**src/hw/rtl/bls_pkg.sv**
```systemverilog
// bls_pkg: shared types and constants for the bresenham line stepper
// holds item structs, operation codes and the line state record
// no dependencies
`timescale 1ns / 1ps
`default_nettype none

package bls_pkg;

    localparam int COORD_BITS = 12;
    localparam int INC_BITS   = COORD_BITS + 1;
    localparam int ERR_BITS   = COORD_BITS + 3;
    localparam int COLOR_BITS = 32;

    localparam logic [COLOR_BITS-1:0] COLOR_RESET = {COLOR_BITS{1'b1}};

    typedef enum logic {
        OP_LOAD = 1'b0,
        OP_STEP = 1'b1
    } t_op;

    typedef struct packed {
        t_op                   operation;
        logic [COORD_BITS-1:0] start_x;
        logic [COORD_BITS-1:0] start_y;
        logic [COORD_BITS-1:0] end_x;
        logic [COORD_BITS-1:0] end_y;
    } t_in_item;

    typedef struct packed {
        logic [COORD_BITS-1:0] pixel_x;
        logic [COORD_BITS-1:0] pixel_y;
        logic [COLOR_BITS-1:0] pixel_color;
        logic                  last_pixel;
    } t_out_item;

    typedef struct packed {
        logic                       active;
        logic                       steep;
        logic                       step_down;
        logic [COORD_BITS-1:0]      maj_pos;
        logic [COORD_BITS-1:0]      maj_end;
        logic [COORD_BITS-1:0]      min_pos;
        logic [COORD_BITS-1:0]      maj_delta;
        logic [INC_BITS-1:0]        min_inc;
        logic signed [ERR_BITS-1:0] err;
    } t_line;

endpackage

`default_nettype wire

```
**src/hw/rtl/bls_setup.sv**
```systemverilog
// bls_setup: works out the stepping state of a new line from its endpoints
// steep swap, endpoint ordering, deltas; purely combinational
// depends on bls_pkg
`timescale 1ns / 1ps
`default_nettype none

module bls_setup (
    input  bls_pkg::t_in_item i_item,
    output bls_pkg::t_line    o_line
);
    import bls_pkg::*;

    function automatic logic [COORD_BITS-1:0] abs_diff(
        input logic [COORD_BITS-1:0] a,
        input logic [COORD_BITS-1:0] b
    );
        abs_diff = (a > b) ? (a - b) : (b - a);
    endfunction

    logic [COORD_BITS-1:0] dx;
    logic [COORD_BITS-1:0] dy;
    logic                  steep;
    logic [COORD_BITS-1:0] a_maj;
    logic [COORD_BITS-1:0] a_min;
    logic [COORD_BITS-1:0] b_maj;
    logic [COORD_BITS-1:0] b_min;
    logic [COORD_BITS-1:0] s_maj;
    logic [COORD_BITS-1:0] s_min;
    logic [COORD_BITS-1:0] e_maj;
    logic [COORD_BITS-1:0] e_min;
    logic                  swap;

    always_comb begin
        dx    = abs_diff(i_item.start_x, i_item.end_x);
        dy    = abs_diff(i_item.start_y, i_item.end_y);
        steep = dx < dy;
        if (steep) begin
            a_maj = i_item.start_y;
            a_min = i_item.start_x;
            b_maj = i_item.end_y;
            b_min = i_item.end_x;
        end else begin
            a_maj = i_item.start_x;
            a_min = i_item.start_y;
            b_maj = i_item.end_x;
            b_min = i_item.end_y;
        end
        swap  = a_maj > b_maj;
        s_maj = swap ? b_maj : a_maj;
        s_min = swap ? b_min : a_min;
        e_maj = swap ? a_maj : b_maj;
        e_min = swap ? a_min : b_min;

        o_line.active    = 1'b1;
        o_line.steep     = steep;
        o_line.step_down = s_min > e_min;
        o_line.maj_pos   = s_maj;
        o_line.maj_end   = e_maj;
        o_line.min_pos   = s_min;
        o_line.maj_delta = e_maj - s_maj;
        o_line.min_inc   = {abs_diff(s_min, e_min), 1'b0};
        o_line.err       = '0;
    end

endmodule

`default_nettype wire

```
**src/hw/rtl/bls_stepper.sv**
```systemverilog
// bls_stepper: line state register, one error step per item, result register
// takes the registered input item and the setup record for loads
// depends on bls_pkg
`timescale 1ns / 1ps
`default_nettype none

module bls_stepper (
    input  wire                              i_clk,
    input  wire                              i_rst_n,
    input  wire                              i_advance,
    input  wire                              i_item_valid,
    input  bls_pkg::t_op                     i_operation,
    input  bls_pkg::t_line                   i_setup,
    input  wire [bls_pkg::COLOR_BITS-1:0]    i_color,
    output logic                             o_out_valid,
    output bls_pkg::t_out_item               o_out_item
);
    import bls_pkg::*;

    t_line                      r_line;
    t_line                      n_line;
    logic                       r_out_valid;
    logic                       n_out_valid;
    t_out_item                  r_out_item;
    t_out_item                  n_out_item;
    logic                       last;
    logic signed [ERR_BITS:0]   e_sum;
    logic signed [ERR_BITS:0]   e_adj;
    logic signed [ERR_BITS:0]   md_ext;
    logic                       minor_move;

    always_comb begin
        last       = r_line.maj_pos == r_line.maj_end;
        md_ext     = $signed({{(ERR_BITS+1-COORD_BITS){1'b0}}, r_line.maj_delta});
        e_sum      = $signed({r_line.err[ERR_BITS-1], r_line.err})
                   + $signed({{(ERR_BITS+1-INC_BITS){1'b0}}, r_line.min_inc});
        minor_move = e_sum > md_ext;
        e_adj      = minor_move ? (e_sum - (md_ext <<< 1)) : e_sum;

        n_line      = r_line;
        n_out_valid = r_out_valid;
        n_out_item  = r_out_item;

        if (i_advance) begin
            n_out_valid = 1'b0;
            if (i_item_valid) begin
                unique case (i_operation)
                    OP_LOAD: begin
                        n_line = i_setup;
                    end
                    OP_STEP: begin
                        if (r_line.active) begin
                            n_out_valid            = 1'b1;
                            n_out_item.pixel_x     = r_line.steep ? r_line.min_pos
                                                                  : r_line.maj_pos;
                            n_out_item.pixel_y     = r_line.steep ? r_line.maj_pos
                                                                  : r_line.min_pos;
                            n_out_item.pixel_color = i_color;
                            n_out_item.last_pixel  = last;
                            n_line.err             = e_adj[ERR_BITS-1:0];
                            if (minor_move) begin
                                n_line.min_pos = r_line.step_down ? r_line.min_pos - 1'b1
                                                                  : r_line.min_pos + 1'b1;
                            end
                            if (last) begin
                                n_line.active = 1'b0;
                            end else begin
                                n_line.maj_pos = r_line.maj_pos + 1'b1;
                            end
                        end
                    end
                    default: begin
                        n_line = r_line;
                    end
                endcase
            end
        end
    end

    always_ff @(posedge i_clk) begin
        if (!i_rst_n) begin
            r_line      <= '0;
            r_out_valid <= 1'b0;
        end else begin
            r_line      <= n_line;
            r_out_valid <= n_out_valid;
        end
        r_out_item <= n_out_item;
    end

    assign o_out_valid = r_out_valid;
    assign o_out_item  = r_out_item;

endmodule

`default_nettype wire

```
**src/hw/rtl/bresenham_line_stepper.sv**
```systemverilog
// bresenham_line_stepper: top level of the integer line rasteriser
// input register, colour register, setup logic and stepper
// depends on bls_pkg, bls_setup, bls_stepper
//
// usage
//   input channel (i_in_valid, i_in_item, o_in_stall): a load item takes two
//   endpoints and gives no pixel; each step item then gives one pixel until
//   the pixel flagged last_pixel; a step with no line loaded gives nothing
//   output channel (o_out_valid, o_out_item, i_out_stall): one pixel item
//   with the current colour and the last-pixel flag
//   config channel (i_cfg_valid, i_cfg_data, o_cfg_ready): draw colour,
//   always ready, write it only while the block is idle
//   path: a step item is held in the input register, its pixel item in the result register
//   throughput: one item per cycle while the output is not stalled, as the error update
//   between the input register and the result register is combinational
//   reset: synchronous, active low; no line loaded, colour all ones
//   stall: a stalled result holds; the input register keeps taking items
//   while it is empty or the result register is free or being emptied,
//   else o_in_stall rises
`timescale 1ns / 1ps
`default_nettype none

module bresenham_line_stepper (
    input  wire                              i_clk,
    input  wire                              i_rst_n,
    input  wire                              i_in_valid,
    input  bls_pkg::t_in_item                i_in_item,
    output logic                             o_in_stall,
    output logic                             o_out_valid,
    output bls_pkg::t_out_item               o_out_item,
    input  wire                              i_out_stall,
    input  wire                              i_cfg_valid,
    input  wire [bls_pkg::COLOR_BITS-1:0]    i_cfg_data,
    output logic                             o_cfg_ready
);
    import bls_pkg::*;

    logic                  r_in_valid;
    t_in_item              r_in_item;
    logic [COLOR_BITS-1:0] r_color;
    logic                  advance;
    t_line                 setup_line;

    assign advance     = !o_out_valid || !i_out_stall;
    assign o_in_stall  = r_in_valid && !advance;
    assign o_cfg_ready = 1'b1;

    always_ff @(posedge i_clk) begin
        if (!i_rst_n) begin
            r_in_valid <= 1'b0;
            r_color    <= COLOR_RESET;
        end else begin
            if (!o_in_stall) begin
                r_in_valid <= i_in_valid;
            end
            if (i_cfg_valid && o_cfg_ready) begin
                r_color <= i_cfg_data;
            end
        end
        if (!o_in_stall) begin
            r_in_item <= i_in_item;
        end
    end

    bls_setup u_setup (
        .i_item (r_in_item),
        .o_line (setup_line)
    );

    bls_stepper u_stepper (
        .i_clk        (i_clk),
        .i_rst_n      (i_rst_n),
        .i_advance    (advance),
        .i_item_valid (r_in_valid),
        .i_operation  (r_in_item.operation),
        .i_setup      (setup_line),
        .i_color      (r_color),
        .o_out_valid  (o_out_valid),
        .o_out_item   (o_out_item)
    );

endmodule

`default_nettype wire
```
**config.mk**
```make
export PLATFORM = sky130hd
export DESIGN_NAME = bresenham_line_stepper
export DESIGN_NICKNAME = d
export VERILOG_FILES = /design/src/hw/rtl/bls_pkg.sv /design/src/hw/rtl/bls_setup.sv /design/src/hw/rtl/bls_stepper.sv /design/src/hw/rtl/bresenham_line_stepper.sv
export SDC_FILE = /design/constraint.sdc
export NUM_CORES = 1
export LEC_CHECK = 0
export ABC_AREA = 1
export BUFFER_PORTS_ARGS = -buffer_cell sky130_fd_sc_hd__buf_2
export CAP_MARGIN = 20
export CORE_UTILIZATION = 64
export DETAILED_ROUTE_END_ITERATION = 8
export PLACE_DENSITY = 0.86
export RECOVER_POWER = 100
export SLEW_MARGIN = 15
export SYNTH_ARGS = -nofsm -noshare
export SYNTH_HDL_FRONTEND = slang
export SYNTH_SLANG_ARGS = --single-unit
export TNS_END_PERCENT = 1
```
**constraint.sdc**
```tcl
create_clock -name i_clk -period 23.6 [get_ports i_clk]
set_input_delay 2.36 -clock i_clk [delete_from_list [all_inputs] [get_ports i_clk]]
set_output_delay 2.36 -clock i_clk [all_outputs]
set_load 0.005 [all_outputs]
```
Word level (Yosys, flattened, before mapping)
Cells that the tools add are included.
{"block": "totals", "register_bits": 218, "out_inout_bits": 60, "elab_cells": 84}
{"block": "classes", "addsub": 12, "magnitude_cmp": 6, "eq_ne": 4, "mux": 29, "n_bitwise": 1, "reduce_logical": 11}
{"cell": "$mux W12", "count": 18}
{"cell": "$sub A12 B12 Y12", "count": 7}
{"cell": "$gt A12 B12 Y1", "count": 4}
{"cell": "$pmux W12 S2", "count": 2}
{"cell": "$mux W15", "count": 2}
{"cell": "$pmux W15 S2", "count": 1}
{"cell": "$add A12 B1 Y12 const B", "count": 2}
{"cell": "$add A15 B14 Y16", "count": 1}
{"cell": "$gt A16 B13 Y1", "count": 1}
{"cell": "$sub A15 B14 Y15", "count": 1}
{"cell": "$eq A12 B12 Y1", "count": 1}
{"cell": "$lt A12 B12 Y1", "count": 1}
{"cell": "$reduce_and A4 Y1", "count": 3}
{"cell": "$sub A12 B1 Y12 const B", "count": 1}
{"cell": "$reduce_and A3 Y1", "count": 2}
{"cell": "$mux W1", "count": 5}
{"cell": "$ne A2 B1 Y1 const B", "count": 2}
{"cell": "$logic_not A1 Y1", "count": 3}
{"cell": "$ne A2 B2 Y1 const B", "count": 1}
{"cell": "$pmux W1 S2", "count": 1}
{"cell": "$reduce_and A2 Y1", "count": 1}
{"cell": "$logic_and A1 B1 Y1", "count": 1}
{"cell": "$logic_or A1 B1 Y1", "count": 1}
{"cell": "$not A1 Y1", "count": 1}

Depth between registers and ports, before layout
Gate-level depths: netlist of the first run.
{"block": "depth", "ltp_word": 8, "mapped_depth": 63, "mapped_depth_nobuf": 56}

Modules after synthesis
Synthesis of the first run repeated with hierarchy kept, for this count alone.
{"block": "hier_totals", "hier_cells": 2152, "hier_area_um2": 15996.6}
{"module": "bls_stepper", "n_inst": 1, "cells_per_inst": 978, "area_per_inst_um2": 7728.7, "seq_area_each_um2": 3313.2}
{"module": "bls_setup", "n_inst": 1, "cells_per_inst": 976, "area_per_inst_um2": 5480.3, "seq_area_each_um2": 0.0}
{"module": "bresenham_line_stepper", "n_inst": 1, "cells_per_inst": 198, "area_per_inst_um2": 2787.7, "seq_area_each_um2": 2132.0}

Least setup slack after synthesis of the first run
No wires, ideal clock.
{"block": "synth_path", "path_type": "register -> register", "start": "register r_in_item[36] (netlist bit)", "end": "register u_stepper.r_line[25] (netlist bit)", "setup_ns": 0.117, "t_arrival_ns": 8.789, "setup_slack_ns": 14.694, "path_stages_with_launch": 61, "path_buffers": 8, "synth_period_minus_slack_ns": 8.906, "cell_sequence": "edfxtp_1 inv_1 ha_1 inv_1 fa_1 nand3_1 nand2_1 a21oi_1 o21ai_0 nand2_1 clkbuf_1 nor2_1 a311oi_1 o221ai_1 a21oi_1 xor2_1 inv_1 ha_1 (+25 left out) inv_1 fa_1 inv_1 o21ai_0 nand2_1 nand2_1 nand2_1 nand2_1 nand2_1 clkinv_1 nand2_1 o21ai_0 o311ai_0 a31oi_1 nand2_1 nand2_1 o221ai_1 inv_1"}
{"block": "synth_via", "elab_chain_cells": 8}
{"item": "start, declared", "line": "bresenham_line_stepper.sv:39", "rtl": "t_in_item r_in_item;"}
{"item": "start signal, assigned", "line": "bresenham_line_stepper.sv:61", "rtl": "r_in_item <= i_in_item;"}
{"item": "$sub A12 B12 Y12 or $gt A12 B12 Y1 (tied branches)", "line": "bls_setup.sv:17", "rtl": "abs_diff = (a > b) ? (a - b) : (b - a);"}
{"item": "$mux W12", "line": "bls_setup.sv:17"}
{"item": "$lt A12 B12 Y1", "line": "bls_setup.sv:36", "rtl": "steep = dx < dy;"}
{"item": "$mux W12", "line": "bls_setup.sv:37", "rtl": "if (steep) begin"}
{"item": "$gt A12 B12 Y1", "line": "bls_setup.sv:48", "rtl": "swap = a_maj > b_maj;"}
{"item": "$mux W12 (on tied branches)", "line": "bls_setup.sv:52, bls_setup.sv:50"}
{"item": "$sub A12 B12 Y12 or $gt A12 B12 Y1 (tied branches)", "line": "bls_setup.sv:17"}
{"item": "$mux W12 (*)", "line": "bls_setup.sv:17"}
{"item": "end signal, assigned", "line": "bls_stepper.sv:85", "rtl": "r_line <= n_line;"}
{"item": "end, declared", "line": "bls_stepper.sv:20", "rtl": "t_line r_line;"}
Mark *: on every way between the ends. The rest lies on a longest branch, timed or not.
A chain may end at the register's enable or synchronous reset.

Worst setup path after layout of the first run
Ends and elaborated chain as after synthesis.

==> flow_metrics.env, run 1 <==
export IMPL_instances_no_fill=2354
export IMPL_hold_buffers=0
export IMPL_fp_dieH_um=154
export IMPL_synth_seq_area_share_pct=36.4
export IMPL_reg2reg_from="r_in_item[36]"
export IMPL_hold_end="u_stepper.o_out_item[28]"
export IMPL_async_flop_share_pct=0
export IMPL_ios=146
export IMPL_synth_edf_count=106
export IMPL_period_minus_slack_ns=14.39
export IMPL_hold_worst_slack_ns=0.430
export IMPL_start_util_pct=65.5
export IMPL_status="finished, violations left"
export IMPL_final_cell_mix="453 x nand2_1, 277 x inv_1, 178 x o21ai_0"
export IMPL_die_w_um=154
export IMPL_drv_cap=7
export IMPL_num_antenna_cells=0
export IMPL_vias=13700
export IMPL_synth_flop_cell="dfxtp_1"
export IMPL_rsz0062_at_grt="no"
export IMPL_clk_pin_slew_worst_paths_ns=0.07
export IMPL_worst_ep_required_time_ns=24.00
export IMPL_hold_violations=0
export IMPL_grt_pass1_wl_um=65200
export IMPL_ys_seq_elements=217
export IMPL_gp_congestion=0.980
export IMPL_grt_use_met3_pct=4.46
export IMPL_violations="capacitance limit, slew limit"
export IMPL_tritoncts="yes"
export IMPL_synth_fp_nets=2181
export IMPL_dp_cells=2310
export IMPL_fin_skew_ns=0.0137
export IMPL_use_met2_pct=57.6
export IMPL_slew_headroom_pct=-111
export IMPL_portBuffers=144
export IMPL_fin_nets=2285
export IMPL_crit_path_max_fanout=95
export IMPL_rows=55
export IMPL_clockBufferDepth=3
export IMPL_ys_types=53
export IMPL_timing_final_max_slew_violations=420
export IMPL_grt_pass1_vias=12600
export IMPL_netlist_area_um2=14900
export IMPL_syn_area_per_cell_um2=7.63
export IMPL_hold_start="r_color[27]"
export IMPL_clock_fmax_mhz=69.5
export IMPL_finalSetupViolCount=0
export IMPL_end_kind="flop"
export IMPL_routed_via_density=5.82
export IMPL_post_dp_hpwl_um=31600
export IMPL_ff2ff_path_depth=48
export IMPL_routedWlPerCell_um=17.6
export IMPL_drt_wl_total_um=41400
export IMPL_syn2layout_area_growth_pct=10.0
export IMPL_numCtsBuffers=23
export IMPL_die_area_um2=23800
export IMPL_cts_root_buffer="clkbuf_16"
export IMPL_antenna_found_initial=0
export IMPL_hold_depth=0
export IMPL_gr_total_overflow=0
export IMPL_cpMostUsedCell="nand2_1"
export IMPL_synth_warnings=0
export IMPL_core_area_um2=22700
export IMPL_drive_gt1_share_pct=8.75
export IMPL_rr_endpoint="u_stepper.r_line[25]"
export IMPL_start_kind="flop"
export IMPL_tightest_slew_ns=3.16
export IMPL_cts_sinks=217
export IMPL_slowest_delay_ns=1.79
export IMPL_grtUsageTotal_pct=34.6
export IMPL_syn_inst=1949
export IMPL_dr_pass1_iters=6
export IMPL_cts_resized_gates=0
export IMPL_first_iter_violations=1359
export IMPL_cts_setup_buffers=0
export IMPL_fin_crit_sh_pct=61.0
export IMPL_drtAntennaViolNets=0
export IMPL_busiest_layer="met2"
export IMPL_drc=0
export IMPL_crit_type="flop to flop"
export IMPL_critPathArrivalTime_ns=14.79
export IMPL_crit_slowest_cell="nand2_1"
export IMPL_layout_commonest_cell="nand2_1"
export IMPL_hp_class="flop to flop"
export IMPL_worstSkewPairLatency_ns=0.52
export IMPL_grt_max_degree=96
export IMPL_postLayoutCoreUtil_pct=72.0
export IMPL_fin_setup_tns_ns=0
export IMPL_met1_usage_pct=46.4
export IMPL_r2r_slack_ns=9.21
export IMPL_htreeDepth=1
[routing by layer]
metal / part of all wire (%) / up-vias
met2: 46 / 588
met1: 43 / 6346
met3: 7.4 / 89
met4: 3.6 / 0
met5: 0 / -
li1: - / 6680
[cell families (layout without fill, tap and decap cells)]
family | count (synthesis) | count (layout) | synth area share [%]
other | 1 | 1 | 0.0252
adders and majority gates | 146 | 146 | 12.7
buffers and inverters | 361 | 481 | 9.43
DFF | 217 | 217 | 36.4
AOI/OAI and AO/OA | 439 | 439 | 16.6
muxes | 8 | 8 | 0.539
xor gates and xnor gates | 69 | 69 | 4.06
and+or+nand+nor | 708 | 708 | 20.2
[worst max-delay path, delay by kind of cell, from the launching register on]
| family | cells | cell delay (ns) |
|---|---|---|
| flip-flops | 1 | 0.44 |
| XOR/XNOR | 1 | 0.16 |
| adder cells (fa/ha/maj) | 5 | 1.79 |
| AO/OA/AOI/OAI | 13 | 4.52 |
| AND/OR/NAND/NOR | 23 | 6.36 |
| buffers and inverters | 6 | 0.92 |
[cells in the mapped netlist, types with 2 or more instances]
library cell | number | share of area, %
nand3_1 | 100 | 3.4
a221oi_1 | 6 | 0.35
dfxtp_1 | 111 | 15
nand3_2 | 3 | 0.20
nor3_1 | 13 | 0.44
a31oi_1 | 4 | 0.17
buf_2 | 8 | 0.27
ha_1 | 137 | 12
a211oi_1 | 5 | 0.25
inv_2 | 7 | 0.18
o21ai_1 | 23 | 0.77
xnor2_1 | 23 | 1.4
and2_1 | 2 | 0.084
inv_1 | 276 | 7.0
nand2_1 | 449 | 11
fa_1 | 9 | 1.2
nand2_4 | 5 | 0.38
buf_6 | 3 | 0.23
a21o_1 | 4 | 0.20
o21a_1 | 2 | 0.10
o211ai_1 | 44 | 2.2
o21ai_2 | 2 | 0.12
nor2_1 | 91 | 2.3
buf_4 | 4 | 0.20
xor2_1 | 46 | 2.7
nand2_2 | 14 | 0.59
o21bai_1 | 8 | 0.40
o21ai_0 | 160 | 5.4
nor4_1 | 6 | 0.25
o311ai_0 | 3 | 0.18
edfxtp_1 | 106 | 21
or2_2 | 5 | 0.21
clkbuf_1 | 59 | 1.5
nand4_1 | 10 | 0.42
nand3b_1 | 4 | 0.20
a21oi_1 | 161 | 5.4
mux2i_1 | 8 | 0.54
nor2_4 | 3 | 0.23
o221ai_1 | 9 | 0.53
clkinv_1 | 3 | 0.076
[layout make-up]
cell class / count / area (um^2)
multi-input combinational: 1371 / 8010
clock buffer: 29 / 639
tap: 285 / 357
inverter: 286 / 1070
fill: 1817 / 6350
sequential: 217 / 5410
timing repair buffer: 154 / 747
clock inverter: 12 / 123
[metrics by stage]
step	setup WS, ns	cell area [um^2]
floorplan	14.69	14900
global placement	13.11	15700
detailed placement	12.82	15700
CTS	12.73	16400
global route	7.51	16400
finish	9.21	16400
[how the worst max path moves through the flow]
stage | startpoint | endpoint | slack [ns]
after CTS | r_in_item[36] | u_stepper.r_line[25] | 12.73
final | r_in_item[36] | u_stepper.r_line[25] | 9.21
after floorplan | r_in_item[36] | u_stepper.r_line[25] | 14.69
after detailed placement | r_in_item[36] | u_stepper.r_line[25] | 12.82
after global routing | r_in_item[36] | u_stepper.r_line[25] | 7.51
after global placement | r_in_item[36] | u_stepper.r_line[25] | 13.11
[flip-flops by register name, summed over array words and instances (netlist names)]
register               flops
u_stepper.r_line          65
u_stepper.o_out_item      57
r_in_valid                 1
r_in_item                 49
r_color                   32
u_stepper.md_ext          12
u_stepper.o_out_valid      1
Power of run 1 is not shown: default switching activity piles up to over one toggle a cycle in this logic, so the estimate is an artifact.
==> run 2, diff against run 1 <==
- ABC_AREA: 1 -> 0
- CORE_UTILIZATION: 64 -> 61
- PLACE_DENSITY: 0.86 -> 0.83
- clock period: 23.6 -> 14.3 ns (I/O delays scaled with it)
==> flow_metrics.env, run 2 <==
export IMPL_layout_commonest_cell="nand2_1"
export IMPL_crit_type="flop to flop"
export IMPL_start_util_pct=61.9
export IMPL_async_flop_share_pct=0
export IMPL_synth_seq_area_share_pct=34.8
export IMPL_syn_inst=1775
export IMPL_cts_setup_buffers=0
export IMPL_core_area_um2=25100
export IMPL_ios=146
export IMPL_grtUsageTotal_pct=31.9
export IMPL_crit_slowest_cell="o31ai_4"
export IMPL_ys_types=86
export IMPL_start_kind="flop"
export IMPL_routedWlPerCell_um=18.8
export IMPL_largest_register_ffs=65
export IMPL_timing_final_max_slew_violations=288
export IMPL_critPathArrivalTime_ns=13.25
export IMPL_synth_area_leaders="edfxtp_1 20%, dfxtp_1 14%, ha_1 11%, mux2i_1 5.3%, a21oi_1 5.1%"
export IMPL_slew_headroom_pct=-128
export IMPL_cts_resized_gates=0
export IMPL_netlist_top_cells_count="201 x nand2_1, 157 x a21oi_1, 143 x nor2_1, 137 x ha_1, 126 x inv_1"
export IMPL_die_w_um=162
export IMPL_wl_met1_um=17400
export IMPL_hold_buffers=0
export IMPL_fin_nets=2105
export IMPL_worstSkewPairLatency_ns=0.53
export IMPL_clock_fmax_mhz=77.7
export IMPL_ys_seq_elements=217
export IMPL_drc=0
export IMPL_drt_wl_total_um=41800
export IMPL_syn2layout_area_growth_pct=9.92
export IMPL_htreeDepth=1
export IMPL_instances_no_fill=2221
export IMPL_status="finished, violations left"
export IMPL_synth_most_common_cell="nand2_1"
export IMPL_drive_gt1_share_pct=11.3
export IMPL_hold_violations=0
export IMPL_synth_top_area_share_pct=20.5
export IMPL_synth_flop_cell="dfxtp_1"
export IMPL_synth_warnings=0
export IMPL_synth_fp_nets=2007
export IMPL_dr_pass1_iters=8
export IMPL_dp_slack_ns=2.19
export IMPL_dr_wl_met3_um=2970
export IMPL_r2r_slack_ns=1.43
export IMPL_routed_via_density=6.10
export IMPL_syn_area_per_cell_um2=8.75
export IMPL_drtAntennaViolNets=0
export IMPL_slowest_delay_ns=0.68
export IMPL_grt_pass1_wl_um=66200
export IMPL_antenna_found_initial=0
export IMPL_grt_pass1_vias=12900
export IMPL_dp_cells=2177
export IMPL_period_minus_slack_ns=12.87
export IMPL_fin_crit_sh_pct=90.0
export IMPL_violations="capacitance limit, slew limit"
export IMPL_largest_register="u_stepper.r_line"
export IMPL_crit_path_max_fanout=48
export IMPL_post_dp_hpwl_um=31700
export IMPL_vias=13600
export IMPL_setup_slack_ns=1.43
export IMPL_clockBufferDepth=3
export IMPL_die_area_um2=26100
export IMPL_finalSetupViolCount=0
export IMPL_portBuffers=144
export IMPL_tightest_slew_ns=3.42
export IMPL_rows=58
export IMPL_clk_pin_slew_worst_paths_ns=0.06
export IMPL_gr_total_overflow=0
export IMPL_rsz0062_at_grt="no"
export IMPL_drv_cap=6
export IMPL_synth_edf_count=106
export IMPL_hp_class="flop to flop"
export IMPL_cpMostUsedCell="a21o_1"
export IMPL_final_cell_mix="202 x nand2_1, 157 x a21oi_1, 142 x nor2_1"
export IMPL_gp_congestion=0.994
export IMPL_first_iter_violations=1355
export IMPL_cts_sinks=217
export IMPL_grt_max_degree=73
export IMPL_num_antenna_cells=0
export IMPL_fin_setup_tns_ns=0
export IMPL_synth_top_area_cell="edfxtp_1"
export IMPL_worst_ep_required_time_ns=14.69
export IMPL_cts_root_buffer="clkbuf_16"
export IMPL_netlist_area_um2=15500
export IMPL_tritoncts="yes"
export IMPL_fp_dieH_um=162
export IMPL_end_kind="flop"
export IMPL_fin_skew_ns=0.0219
export IMPL_dr_max_layer_used="met4"
export IMPL_numCtsBuffers=24
export IMPL_wl_met2_um=19400
==> run 2: final timing paths <==
path | from | endpoint | cells past startpoint
worst max-delay path | r_in_item[36] | u_stepper.r_line[25] | 46
worst min-delay path | r_color[5] | u_stepper.o_out_item[6] | 0
worst max register to register | r_in_item[36] | u_stepper.r_line[25] | 46
worst min register to register | r_color[5] | u_stepper.o_out_item[6] | 0
==> run 2: area by class of cell <==
type / instances / area, um^2
Tap cell: 330 / 413
Fill cell: 2057 / 8040
Clock buffer: 31 / 689
Sequential cell: 217 / 5410
Multi-Input combinational cell: 1345 / 9240
Inverter: 127 / 477
Clock inverter: 13 / 82.6
Timing Repair Buffer: 158 / 763
==> run 2: layer usage <==
layer,vias up,track usage (%)
met4,0,15.4
met1,6300,40.7
met5,-,0
li1,6522,-
met3,129,5.26
met2,601,52.5
==> run 2: worst max-delay path, delay by kind of cell, from the launching register on <==
| family | cells | cell delay [ns] |
|---|---|---|
| buffers and inverters | 6 | 1.53 |
| adders and majority gates | 5 | 1.63 |
| muxes | 3 | 1.05 |
| AOI/OAI and AO/OA | 24 | 6.45 |
| DFF | 1 | 0.47 |
| and+or+nand+nor | 8 | 1.54 |
==> run 2: logic make-up (layout without fill, tap and decap cells) <==
logic type                 Yosys count  in the layout  synth area share (%)
muxes                              111            111                  7.45
AOI/OAI and AO/OA                  494            494                  20.5
xor gates and xnor gates            74             74                  4.17
adders and majority gates          149            149                  12.4
other                                1              1                0.0241
and+or+nand+nor                    516            516                  15.1
DFF                                217            217                  34.8
buffers and inverters              213            329                  5.60
==> run 2: per-stage QoR <==
stage / hold WS, ns / utilization, % / area, um^2
final: 0.432 / 68.0 / 17100
after global routing: 0.442 / 68.0 / 17100
after CTS: 0.432 / 68.3 / 17200
after detailed placement: 0.416 / 65.3 / 16400
after global placement: 0.409 / 65.3 / 16400
after floorplan: 0.408 / - / 15500
Power of run 2 is left out for the same reason.
